==> src/sv/pwl_one_minus_exp_eval_assert.svh <==
// Assertion macros used by the piecewise-linear evaluator line module.
`ifndef PWL_ONE_MINUS_EXP_EVAL_ASSERT_SVH
`define PWL_ONE_MINUS_EXP_EVAL_ASSERT_SVH

// Same-cycle implication, disabled while reset is held.
`define PWL_OME_ASSERT_NOW(label, clk, rst_n, ante, cons) \
  label: assert property (@(posedge clk) disable iff (!rst_n) (ante) |-> (cons)) \
    else $error("pwl_ome assertion failed");

// Next-cycle implication, disabled while reset is held.
`define PWL_OME_ASSERT_NEXT(label, clk, rst_n, ante, cons) \
  label: assert property (@(posedge clk) disable iff (!rst_n) (ante) |=> (cons)) \
    else $error("pwl_ome assertion failed");

`endif

==> src/sv/pwl_ome_pkg.sv <==
// Package: constants, register codes and shared types of the PWL evaluator.
`timescale 1ns / 1ps
package pwl_ome_pkg;

  localparam int FRAC_BITS       = 16;
  localparam int TABLE_DEPTH_DEF = 1024;

  localparam int X_W     = 32;
  localparam int IDX_W   = 10;
  localparam int COEF_W  = 18;
  localparam int VAL_W   = FRAC_BITS + 1;
  localparam int PADDR_W = 4;
  localparam int PDATA_W = 32;

  localparam logic [VAL_W-1:0] ONE_VAL  = VAL_W'(1 << FRAC_BITS);
  localparam int               HALF_VAL = 1 << (FRAC_BITS - 1);

  localparam logic [X_W-1:0]   INV_SPACING_RST = 32'd65536;
  localparam logic [X_W-1:0]   MAX_VAL_RST     = 32'd655360;
  localparam logic [IDX_W-1:0] LAST_INDEX_RST  = 10'd1023;

  typedef enum logic [1:0] {
    REG_INV_SPACING,
    REG_MAX_VAL,
    REG_LAST_INDEX
  } cfg_reg_idx_t;

  typedef struct packed {
    logic [X_W-1:0]   inv_spacing;
    logic [X_W-1:0]   max_val;
    logic [IDX_W-1:0] last_index;
  } cfg_regs_t;

endpackage

==> src/sv/pwl_ome_cfg.sv <==
// APB-style configuration register file of the PWL evaluator.
`timescale 1ns / 1ps
module pwl_ome_cfg (
  input  logic                                clk,
  input  logic                                rst_n,
  input  logic                                psel,
  input  logic                                penable,
  input  logic                                pwrite,
  input  logic [pwl_ome_pkg::PADDR_W-1:0]     paddr,
  input  logic [pwl_ome_pkg::PDATA_W-1:0]     pwdata,
  output logic [pwl_ome_pkg::PDATA_W-1:0]     prdata,
  output logic                                pready,
  output pwl_ome_pkg::cfg_regs_t              cfg
);

  pwl_ome_pkg::cfg_regs_t   cfg_r;
  pwl_ome_pkg::cfg_reg_idx_t reg_sel;
  logic                     wr_en;

  assign reg_sel = pwl_ome_pkg::cfg_reg_idx_t'(paddr[3:2]);
  assign wr_en   = psel && penable && pwrite;
  assign pready  = 1'b1;
  assign cfg     = cfg_r;

  always_ff @(posedge clk) begin
    if (!rst_n) begin
      cfg_r.inv_spacing <= pwl_ome_pkg::INV_SPACING_RST;
      cfg_r.max_val     <= pwl_ome_pkg::MAX_VAL_RST;
      cfg_r.last_index  <= pwl_ome_pkg::LAST_INDEX_RST;
    end else if (wr_en) begin
      unique case (reg_sel)
        pwl_ome_pkg::REG_INV_SPACING: cfg_r.inv_spacing <= pwdata;
        pwl_ome_pkg::REG_MAX_VAL:     cfg_r.max_val     <= pwdata;
        pwl_ome_pkg::REG_LAST_INDEX:  cfg_r.last_index  <= pwdata[pwl_ome_pkg::IDX_W-1:0];
        default: ;
      endcase
    end
  end

  always_comb begin
    unique case (reg_sel)
      pwl_ome_pkg::REG_INV_SPACING: prdata = cfg_r.inv_spacing;
      pwl_ome_pkg::REG_MAX_VAL:     prdata = cfg_r.max_val;
      pwl_ome_pkg::REG_LAST_INDEX:  prdata = pwl_ome_pkg::PDATA_W'(cfg_r.last_index);
      default:                      prdata = '0;
    endcase
  end

endmodule

==> config.mk <==
export PLATFORM = sky130hd
export DESIGN_NAME = pwl_ome_cfg
export DESIGN_NICKNAME = d
export VERILOG_FILES = /design/src/sv/pwl_one_minus_exp_eval_assert.svh /design/src/sv/pwl_ome_pkg.sv /design/src/sv/pwl_ome_cfg.sv
export SDC_FILE = /design/constraint.sdc
export NUM_CORES = 1
export LEC_CHECK = 0
export ABC_AREA = 1
export BUFFER_PORTS_ARGS = -buffer_cell sky130_fd_sc_hd__buf_2
export CELL_PAD_IN_SITES_DETAIL_PLACEMENT = 0
export CELL_PAD_IN_SITES_GLOBAL_PLACEMENT = 1
export CORE_MARGIN = 2
export CORE_UTILIZATION = 30
export CTS_BUF_LIST = sky130_fd_sc_hd__clkbuf_8 sky130_fd_sc_hd__clkbuf_16
export CTS_CLUSTER_SIZE = 10
export DETAILED_ROUTE_END_ITERATION = 8
export PLACE_DENSITY_LB_ADDON = 0.2
export SYNTH_ARGS = -nofsm -noshare
export SYNTH_HDL_FRONTEND = slang
export SYNTH_SLANG_ARGS = --single-unit
==> constraint.sdc <==
create_clock -name clk -period 0.9 [get_ports clk]
set_input_delay 0.135 -clock clk [delete_from_list [all_inputs] [get_ports clk]]
set_output_delay 0.135 -clock clk [all_outputs]
set_load 0.05 [all_outputs]
**After elaboration in Yosys (flattened, before gate mapping)**

Cells that the tools add are included.

- Word-level logic and storage cells: 12
- Input bits: 41
- Output and inout bits: 107
- Bits in registers: 74

- Multiplexer cells: 1
- Equal/unequal tests: 2
- Reductions and logical operators: 6

Operators with widths:

| kind | count |
|---|---|
| one-hot mux 32 bit (3 select lines) | 1 |
| AND reduction 2 bit | 3 |
| == test 2 x 1 -> 1 bit, second input constant | 1 |
| == test 2 bit, second input constant | 1 |
| logical AND 1 bit | 2 |
| zero test 2 bit | 1 |

**Longest topological paths before layout**

- Word-level depth: 3
- Depth in mapped cells: 6
- Mapped depth without buffers: 6

**Worst setup path after synthesis**

OpenSTA, ideal clock, no wires.

- Path kind: register to output
- Start: register cfg_r (netlist bit cfg[52])
- End: output port prdata[10] (netlist bit)
- Buffers on the path: 0
- Required time: 765 ps
- Data arrival time: 1154 ps
- Slack: -389 ps
- Cell stages (with the launch flop): 2
- Cell sequence: dfxtp_1 > a22o_1

- Longest elaborated chain between the ends: 1

RTL lines:

| item | RTL line | text |
|---|---|---|
| from (decl) | pwl_ome_cfg.sv:16 | `pwl_ome_pkg::cfg_regs_t cfg_r;` |
| one-hot mux 32 bit (3 select lines) | pwl_ome_cfg.sv:41 | `unique case (reg_sel)` |
| to (decl) | pwl_ome_cfg.sv:11 | `output logic [pwl_ome_pkg::PDATA_W-1:0] prdata,` |

No other way between the ends.

**Final worst setup path**

- Start: register cfg_r (netlist bit cfg[54])
- End: output port prdata[12] (netlist bit)

Same word-level chain as after synthesis.

==> metrics.txt <==
outcome=finished, violations left; failing checks=negative setup slack; Syn Inst Count=503; First DRT Iteration DRCs=about 190; Crit. End Element=output port; CTS H-tree depth=3; vias per cell=4.68; Core Area=11300 um^2; Internal=6140 uW; TNS Setup=-19960 ps; Final Setup Violations=136; Power Density=1160 nW/um^2; largest net degree at the start of global routing=41; setup ws final=-301 ps; met1 Resource Use GR=about a quarter; DIE AREA=12400 um^2; Period Utilization, post-route=133%; switch share=29.5%; DRC Markers=0; synthesized cell area=3460 um^2; #FFs+latches synth=between 70 and 80; Final Hold Fails=0; post-synth cell types=18; NetSw=around 2600 uW; kind of critical path=flip-flop to output port; Hold Path Class=input port to flip-flop; Startpoint Class=flip-flop; final slew viol count=0; Worst-path clk slew=60 ps; peak supply drop=680 uV; number of buffers inserted by hold repair at cts=0; Rows=39; clock share of power=38.2%; Critical Path RT=760 ps; Max-cap violations=0; DRT Wirelength=13600 um; via count=4132; First-pass DRT Iterations=4; max reg flops=74; Reg power frac=38.3%; hold_ws=around 28 ps; drt wl/cell=around 15 um; clk buf depth=2; vias in the first global route=~4000; clk sinks=74; antenna viol nets, final=0; share of cells above drive strength 1=58.3%; initial antenna violation count=0; Critical Path Fanout Max=3; DP Wirelength=8010 um; clk_lat worst skew=330 ps; die width=111 um; first-pass GRT wire length=20200 um; most used routing layer=met2; maximum clock rate=833 MHz; Syn Nets=544; GRT Util Overall=approximately a fifth; IO Port Bufs=~140; CTS tree=built; syn_area_per_cell=slightly below 7 um^2; Initial Utilization=30.5%; area grow syn2layout=118%; TritonCTS Buffers=9; num ports=roughly 150; clk root buf=clkbuf_16; Gate power share=about a quarter; Period minus WS final=1200 ps; Setup Skew=0 ps; GRT met2 Usage=roughly a third; nets=775; critical path arrival=1070 ps; Chip Height=111 um; GR Util met3=3.92%; unrepaired setup endpoints after global routing=true; post-synthesis sequential area ratio=42.9%; P_leak=0.00365 uW; grt ovf=0; total of warnings raised by yosys=0; gpl congestion=0.771
[area by class of cell]
class                   instances  area (um^2)
fillers                       890         3800
repair buffers                254         3040
multi-input cells             359         2190
flip-flops and latches         74         1700
clock buffers                  11          253
well taps                     143          179
inverters                      36          143
clock inverters                 5         22.5
diodes                          1         2.50
[cells by family after synthesis]
family	share of synthesized area [%]
other cells	0.109
buf+inv	10.5
flops	42.9
compound gates	5.72
simple gates	40.8
[power by group through the flow]
stage	combinational, uW	clock (uW)	sequential (uW)
6_report	2050	3330	3330
5_1_grt	2170	3520	3340
4_1_cts	1910	3400	3370
3_5_place_dp	1420	0	3440
3_3_place_gp	1420	0	3440
2_1_floorplan	705	0	3690
[metal layers]
metal	vias to the layer above	routed length, um
li1	2048	-
met5	-	0
met4	0	151
met2	119	7130
met1	1954	5730
met3	11	634
[placed cells by master, fill, tap and decap left out, drive strengths merged]
| cell | n |
|---|---|
| buf | 252 |
| diode | 1 |
| nand2 | 122 |
| inv | 40 |
| clkinv | 1 |
| nor2 | 128 |
| nand3 | 85 |
| dfxtp | 74 |
| clkbuf | 13 |
| a22o | 22 |
| conb | 1 |
| o21ai | 1 |
[Yosys cell counts]
cell type	instances	area [um^2]
nor2_1	122	458
nand2_1	121	454
nand3_1	84	420
dfxtp_1	74	1480
inv_1	34	128
a22o_1	22	193
buf_2	13	65.1
buf_6	9	101
nor2_4	5	56.3
buf_1	4	15.0
buf_4	4	30.0
clkbuf_1	4	15.0
inv_2	2	7.51
conb_1	1	3.75
nand2_2	1	6.26
nand3_2	1	10.0
nor2_2	1	6.26
o21ai_0	1	5.00
[worst paths after layout]
path	from	endpoint	slack, ps	depth (start not counted)
setup reg to reg	cfg[45]$_SDFFE_PN0P_	cfg[45]$_SDFFE_PN0P_	-50	5
setup / recovery	cfg[54]$_SDFFE_PN0P_	prdata[12]	-300	2
hold reg to reg	cfg[29]$_SDFFE_PN1P_	cfg[29]$_SDFFE_PN1P_	500	2
hold / removal	pwdata[0]	cfg[0]$_SDFFE_PN1P_	30	3
[per-stage QoR]
stage	area (um^2)	total power, uW	cells	worst slack, ps	util, %
floorplan	3780	4390	503	-73.0	-
global placement	5020	4850	815	-342	44.4
detailed placement	5020	4860	815	-361	44.4
CTS	6970	8690	856	-304	61.5
global route	7520	9030	882	-318	66.4
finish	7520	8710	883	-301	66.5
[worst max-delay path, cell delays in order, from the launching register on]
cell,delay (ps)
dfxtp_2,340
a22o_4,250
buf_8,140
[repair_timing]
item,in CTS,in global routing
buffers inserted,22,34
gates cloned,3,3
resized for setup,409,103
pin swaps,33,26
endpoints found under the setup margin,106,159
(Power assumes the default switching activity.)
