`src/sv/pwl_one_minus_exp_eval_assert.svh`:
```
// Assertion macros used by the piecewise-linear evaluator line module.
`ifndef PWL_ONE_MINUS_EXP_EVAL_ASSERT_SVH
`define PWL_ONE_MINUS_EXP_EVAL_ASSERT_SVH

// Same-cycle implication, disabled while reset is held.
`define PWL_OME_ASSERT_NOW(label, clk, rst_n, ante, cons) \
  label: assert property (@(posedge clk) disable iff (!rst_n) (ante) |-> (cons)) \
    else $error("pwl_ome assertion failed");

// Next-cycle implication, disabled while reset is held.
`define PWL_OME_ASSERT_NEXT(label, clk, rst_n, ante, cons) \
  label: assert property (@(posedge clk) disable iff (!rst_n) (ante) |=> (cons)) \
    else $error("pwl_ome assertion failed");

`endif

```
`src/sv/pwl_ome_pkg.sv`:
```
// Package: constants, register codes and shared types of the PWL evaluator.
`timescale 1ns / 1ps
package pwl_ome_pkg;

  localparam int FRAC_BITS       = 16;
  localparam int TABLE_DEPTH_DEF = 1024;

  localparam int X_W     = 32;
  localparam int IDX_W   = 10;
  localparam int COEF_W  = 18;
  localparam int VAL_W   = FRAC_BITS + 1;
  localparam int PADDR_W = 4;
  localparam int PDATA_W = 32;

  localparam logic [VAL_W-1:0] ONE_VAL  = VAL_W'(1 << FRAC_BITS);
  localparam int               HALF_VAL = 1 << (FRAC_BITS - 1);

  localparam logic [X_W-1:0]   INV_SPACING_RST = 32'd65536;
  localparam logic [X_W-1:0]   MAX_VAL_RST     = 32'd655360;
  localparam logic [IDX_W-1:0] LAST_INDEX_RST  = 10'd1023;

  typedef enum logic [1:0] {
    REG_INV_SPACING,
    REG_MAX_VAL,
    REG_LAST_INDEX
  } cfg_reg_idx_t;

  typedef struct packed {
    logic [X_W-1:0]   inv_spacing;
    logic [X_W-1:0]   max_val;
    logic [IDX_W-1:0] last_index;
  } cfg_regs_t;

endpackage

```
`src/sv/pwl_ome_index.sv`:
```
// Input register, x times reciprocal spacing and domain compare (stages 1-2).
`timescale 1ns / 1ps
module pwl_ome_index (
  input  logic                                    clk,
  input  logic                                    rst_n,
  input  pwl_ome_pkg::cfg_regs_t                  cfg,
  input  logic                                    in_valid,
  output logic                                    in_ready,
  input  logic                                    in_wr,
  input  logic [pwl_ome_pkg::X_W-1:0]             in_x,
  input  logic [pwl_ome_pkg::IDX_W-1:0]           in_widx,
  input  logic signed [pwl_ome_pkg::COEF_W-1:0]   in_slope,
  input  logic signed [pwl_ome_pkg::COEF_W-1:0]   in_icpt,
  output logic                                    s2_valid,
  input  logic                                    s2_ready,
  output logic                                    s2_wr,
  output logic [pwl_ome_pkg::X_W-1:0]             s2_x,
  output logic [2*pwl_ome_pkg::X_W-1:0]           s2_prod,
  output logic                                    s2_above,
  output logic [pwl_ome_pkg::IDX_W-1:0]           s2_widx,
  output logic signed [pwl_ome_pkg::COEF_W-1:0]   s2_slope,
  output logic signed [pwl_ome_pkg::COEF_W-1:0]   s2_icpt
);

  localparam int XW = pwl_ome_pkg::X_W;

  logic                                  s1_valid_r, s2_valid_r;
  logic                                  s1_wr_r, s2_wr_r;
  logic [XW-1:0]                         s1_x_r, s2_x_r;
  logic [pwl_ome_pkg::IDX_W-1:0]         s1_widx_r, s2_widx_r;
  logic signed [pwl_ome_pkg::COEF_W-1:0] s1_slope_r, s2_slope_r;
  logic signed [pwl_ome_pkg::COEF_W-1:0] s1_icpt_r, s2_icpt_r;
  logic [2*XW-1:0]                       s2_prod_r, s2_prod_nxt;
  logic                                  s2_above_r, s2_above_nxt;
  logic                                  s2_load;

  assign s2_load  = !s2_valid_r || s2_ready;
  assign in_ready = !s1_valid_r || s2_load;

  assign s2_prod_nxt  = s1_x_r * cfg.inv_spacing;
  assign s2_above_nxt = s1_x_r > cfg.max_val;

  always_ff @(posedge clk) begin
    if (!rst_n) begin
      s1_valid_r <= 1'b0;
      s2_valid_r <= 1'b0;
    end else begin
      if (in_ready) s1_valid_r <= in_valid;
      if (s2_load)  s2_valid_r <= s1_valid_r;
    end
  end

  always_ff @(posedge clk) begin
    if (in_ready && in_valid) begin
      s1_wr_r    <= in_wr;
      s1_x_r     <= in_x;
      s1_widx_r  <= in_widx;
      s1_slope_r <= in_slope;
      s1_icpt_r  <= in_icpt;
    end
    if (s2_load && s1_valid_r) begin
      s2_wr_r    <= s1_wr_r;
      s2_x_r     <= s1_x_r;
      s2_widx_r  <= s1_widx_r;
      s2_slope_r <= s1_slope_r;
      s2_icpt_r  <= s1_icpt_r;
      s2_prod_r  <= s2_prod_nxt;
      s2_above_r <= s2_above_nxt;
    end
  end

  assign s2_valid = s2_valid_r;
  assign s2_wr    = s2_wr_r;
  assign s2_x     = s2_x_r;
  assign s2_prod  = s2_prod_r;
  assign s2_above = s2_above_r;
  assign s2_widx  = s2_widx_r;
  assign s2_slope = s2_slope_r;
  assign s2_icpt  = s2_icpt_r;

endmodule

```
`config.mk`:
```
export PLATFORM = sky130hd
export DESIGN_NAME = pwl_ome_index
export DESIGN_NICKNAME = d
export VERILOG_FILES = /design/src/sv/pwl_one_minus_exp_eval_assert.svh /design/src/sv/pwl_ome_pkg.sv /design/src/sv/pwl_ome_index.sv
export SDC_FILE = /design/constraint.sdc
export NUM_CORES = 2
export LEC_CHECK = 0
export ABC_AREA = 1
export BUFFER_PORTS_ARGS = -buffer_cell sky130_fd_sc_hd__buf_2
export CAP_MARGIN = 30
export CORE_MARGIN = 3
export CORE_UTILIZATION = 51
export CTS_BUF_LIST = sky130_fd_sc_hd__clkbuf_4 sky130_fd_sc_hd__clkbuf_8
export CTS_CLUSTER_SIZE = 10
export DETAILED_ROUTE_END_ITERATION = 10
export HOLD_SLACK_MARGIN = 0.15
export PLACE_DENSITY = 0.67
export SLEW_MARGIN = 10
export SYNTH_ARGS = -nofsm -noshare
export SYNTH_HDL_FRONTEND = slang
export SYNTH_SLANG_ARGS = --single-unit
export TNS_END_PERCENT = 30
```
`constraint.sdc`:
```
create_clock -name clk -period 26.4 [get_ports clk]
set_clock_uncertainty 0.15 [all_clocks]
set_input_delay 2.64 -clock clk [delete_from_list [all_inputs] [get_ports clk]]
set_output_delay 2.64 -clock clk [all_outputs]
set_load 0.005 [all_outputs]
```
-- Word-level counts from Yosys, hierarchy flattened
Cells that the tools add are included.
Widths: inputs -> output; s select.
- bitwise gates (word level): 0
- equality and inequality tests: 0
- shift-type cells: 0
- muxes and demuxes: 0
- divide/modulo/power cells: 0
- magnitude comparators: 1
- reductions and logical operators: 6
- multipliers: 1
- add/sub/neg operators: 0
- operator list (cell ; count):
    $mul 32x32->64 ; 1
    $gt 32x32->1 ; 1
    $logic_and 1x1->1 ; 2
    $logic_not 1->1 ; 2
    $logic_or 1x1->1 ; 2
- memory bits (writable): 0
- bits in latches: 0
- logic and storage cells: 22
- ROM bits: 0
- memories: 0
- output and inout port bits: 146
- input port bits: 157
- register bits: 225

-- Logic depth before layout (Yosys ltp)
- word-level depth: 4
- depth in mapped cells: 33
- depth with buffers taken out: 31

-- Worst setup path before layout
Ideal clock, no wire load.
- path type: input -> register
- start point: in s2_ready
- end point: reg s2_above_r, in the netlist s2_above (enable)
- setup slack: 15.954 ns
- data arrival time: 9.601 ns
- cell stages on the path: 2
- required time: 25.555 ns
- path buffers: 0
- setup time: 0.695 ns
- cells stage by stage: inv_1 > a21oi_1
- word-level cells in the longest chain between the ends: 2
- RTL lines (item ; line ; RTL):
    start: declaration ; pwl_ome_index.sv:15 ; input logic s2_ready,
    $logic_or 1x1->1 ; pwl_ome_index.sv:37 ; assign s2_load = !s2_valid_r || s2_ready;
    $logic_and 1x1->1 ; pwl_ome_index.sv:61 ; if (s2_load && s1_valid_r) begin
    end signal: assignment ; pwl_ome_index.sv:68 ; s2_above_r <= s2_above_nxt;
    end: declaration ; pwl_ome_index.sv:34 ; logic s2_above_r, s2_above_nxt;
No other way between the ends.
A chain may end at the register's enable or synchronous reset.

-- Worst setup path in the final report
- start point: in cfg[50] in the netlist's numbering
- end point: reg s2_prod_r[62], in the netlist s2_prod[62] (data pin)
- word-level cells in the longest chain between the ends: 1
- RTL lines (item ; line ; RTL):
    start: declaration ; pwl_ome_index.sv:6 ; input pwl_ome_pkg::cfg_regs_t cfg,
    $mul 32x32->64 ; pwl_ome_index.sv:40 ; assign s2_prod_nxt = s1_x_r * cfg.inv_spacing;
    net s2_prod_nxt[62] ; pwl_ome_index.sv:33 ; logic [2*XW-1:0] s2_prod_r, s2_prod_nxt;
    end signal: assignment ; pwl_ome_index.sv:67 ; s2_prod_r <= s2_prod_nxt;
    end: declaration ; pwl_ome_index.sv:33 ;
The timed path passes the listed nets, and every way through them passes these cells.

==> impl_metrics.csv <==
group,metric,value,unit
synth,syn_nets,6637,
synth,synth-edff-count,223,
setup_path,r2r_slack,18.46,ns
timing,hold_violations,0,
layout,fin_nets,6809,
clock_tree,cts_hold_buf,0,
layout,multi_input_area,29500,um^2
clock_tree,cts_buffers,36,
synth,yosys.area.top_type_share,0.413,
global_route,first_global_vias,34900,
route,viasPerCell,4.99,
timing,rsz0062_at_grt,"false",
clock_tree,cts_root_buf,"clkbuf_8",
global_route,grt_overflow,0,
route,wire_per_inst,17.7,um
synth,synth_seq_cells,225,
floorplan,num_rows,106,
setup_path,cp-start-kind,"input pin",
timing,relSlewSlack,0.387,
clock_tree,post_cts_resized,0,
timing,worst_pin_slew,0.919,ns
setup_path,r2r_end,"s2_prod[62]",
route,drt_pass1_iterations,6,
synth,synth_ff_type,"edfxtp_1",
route,antenna_left,0,
clock_tree,cts_tree,"done",
layout,regArea,6740,um^2
placed_design,gp_congestion,0.989,
synth,syn_inst,5289,
clock_tree,path_clk_slew,0.06,ns
worst_hold_path,worstHoldPathCells,0,
route,num_vias,33100,
clock_tree,htreeDepth,2,
setup_path,critical_path_class,"input pin to flip-flop",
worst_hold_path,min_from,"s1_slope_r[8]",
floorplan,start_util,0.517,
setup_path,reg2regPathDepth,25,
synth,synth_cell_types,27,
timing,max_freq,104,MHz
setup_path,crit_arrival,9.80,ns
synth,synth.area.top_cells,"fa_1 (41%), edfxtp_1 (15%), inv_1 (15%)",
timing,min_period,9.64,ns
clock_tree,clock_sinks,225,
floorplan,die-area,88800,um^2
layout,final.fill_count,7931,
timing,slew_violations,0,
synth,synthArstFlopShare,0,
synth,yosys.area.top_type,"fa_1",
clock_tree,clk_latency,0.58,ns
floorplan,ios,303,
synth,yosysMostFrequentCell,"inv_1",
floorplan,die_h,298,um
flow_run,maxCapViolations,0,
synth,ys_top_cells_by_count,"inv_1 (1747), nand2_1 (1592), fa_1 (896), ha_1 (295), edfxtp_1 (223)",
global_route,antenna_found_initial,6,
worst_hold_path,hold_end,"s2_slope[8]",
global_route,grt_max_degree,142,
placed_design,portBuffers,292,
global_route,grt_usage,0.274,
synth,synth-seq-area-share,0.155,
timing,post-route-period-util,0.365,
run_status,outcome,"finished, final reports clean",
floorplan,dieWidth,298,um
timing,finalSetupViolations,0,
synth,syn_area_per_cell,8.22,um^2
layout,drive_gt1_frac,0.0740,
clock_tree,clockBufferDepth,3,
floorplan,coreArea,84100,um^2
setup_path,endpoint_kind,"flip-flop",
synth,syn_area,43500,um^2
route,post-route-drc-count,0,
route,routed_wl,117000,um
synth,ys_warn_count,0,
setup_path,critPathMaxFanout,32,
clock_tree,postCtsSetupRepairBufs,0,
global_route,grt_pass1_wl,190000,um
worst_hold_path,hp-class,"flip-flop to flip-flop",
placed_design,dp_hpwl,94000,um
setup_path,cp.required,26.57,ns
route,drt_iter0_markers,2441,
setup_path,reg2reg_from,"s1_x_r[24]",
layout,area_growth,7.26,%
timing,fin_tns_setup,0,ns
-- flip-flops by register name, summed over array words and instances, names as in the netlist --
name        flops
s2_prod        64
s1_x_r         32
s2_x           32
s1_icpt_r      18
s1_slope_r     18
s2_icpt        18
s2_slope       18
s1_widx_r      10
s2_widx        10
s1_valid_r      1
s1_wr_r         1
s2_above        1
s2_valid        1
s2_wr           1
-- cell type report --
type / instances / share of cell area
diodes: 4 / 0.000215
multi-input cells: 3124 / 0.632
clock inverters: 15 / 0.00266
clock buffers: 47 / 0.0124
inverters: 1747 / 0.141
well taps: 1134 / 0.0304
repair buffers: 327 / 0.0373
flip-flops and latches: 225 / 0.144
-- placed cells by master (no fill, tap or decap), drive strengths merged, types with 2 or more instances in the layout --
| master | n |
|---|---|
| diode | 4 |
| nand2 | 1597 |
| edfxtp | 223 |
| nor2 | 111 |
| and2 | 2 |
| xnor2 | 4 |
| buf | 327 |
| nand3 | 65 |
| ha | 295 |
| o21bai | 11 |
| inv | 1747 |
| clkinv | 13 |
| o211ai | 2 |
| o21ai | 7 |
| dfxtp | 2 |
| fa | 896 |
| clkbuf | 47 |
| a21oi | 61 |
| nand4 | 21 |
| nor3 | 17 |
| xor2 | 32 |
-- cell families after synthesis --
family	synth area share
AO/OA/AOI/OAI	0.0102
flip-flops	0.155
AND/OR/NAND/NOR	0.162
XOR/XNOR	0.00725
buffers and inverters	0.168
adder cells (fa/ha/maj)	0.498
-- critical path: stages --
cell     delay [ns]
buf_2          0.69
nand2_1        0.13
inv_1          0.12
fa_1           0.44
fa_1           0.56
inv_1          0.06
fa_1           0.49
fa_1           0.51
inv_1          0.05
fa_1           0.55
fa_1           0.43
fa_1           0.57
inv_1          0.07
fa_1           0.53
inv_1          0.06
ha_1           0.51
nand2_1        0.20
nor2_1         0.28
nand2_1        0.12
inv_1          0.18
a21oi_1        0.09
nand2_1        0.23
nand2_1        0.11
nand3_1        0.08
nand2_1        0.07
-- metrics by stage --
stage / utilization / std cells / setup slack (ns) / area (um^2) / hold WS (ns)
global placement: 0.546 / 6557 / 16.35 / 45900 / 0.250
floorplan: - / 5289 / 15.95 / 43500 / 0.250
CTS: 0.554 / 6619 / 16.93 / 46600 / 0.264
global route: 0.554 / 6622 / 16.43 / 46600 / 0.275
detailed placement: 0.546 / 6557 / 16.36 / 45900 / 0.255
finish: 0.554 / 6623 / 16.76 / 46600 / 0.258
-- worst max-delay path by stage --
stage               depth (start not counted)     start          end
finish                                     25   cfg[50]  s2_prod[62]
global route                               25   cfg[50]  s2_prod[62]
CTS                                        25   cfg[53]  s2_prod[47]
detailed placement                         25   cfg[53]  s2_prod[47]
global placement                           25   cfg[53]  s2_prod[47]
floorplan                                   2  s2_ready     s2_above
-- layer usage --
layer	part of all wire	track usage	up-vias
met5	0.00017	0	-
met3	0.072	0.0369	254
met4	0.038	0.0919	2
li1	-	-	15100
met2	0.49	0.465	1275
met1	0.40	0.363	16500
Power is left out: the tool's default activity adds up to more than one toggle a clock period on the data nets, which glitch-free logic cannot reach.
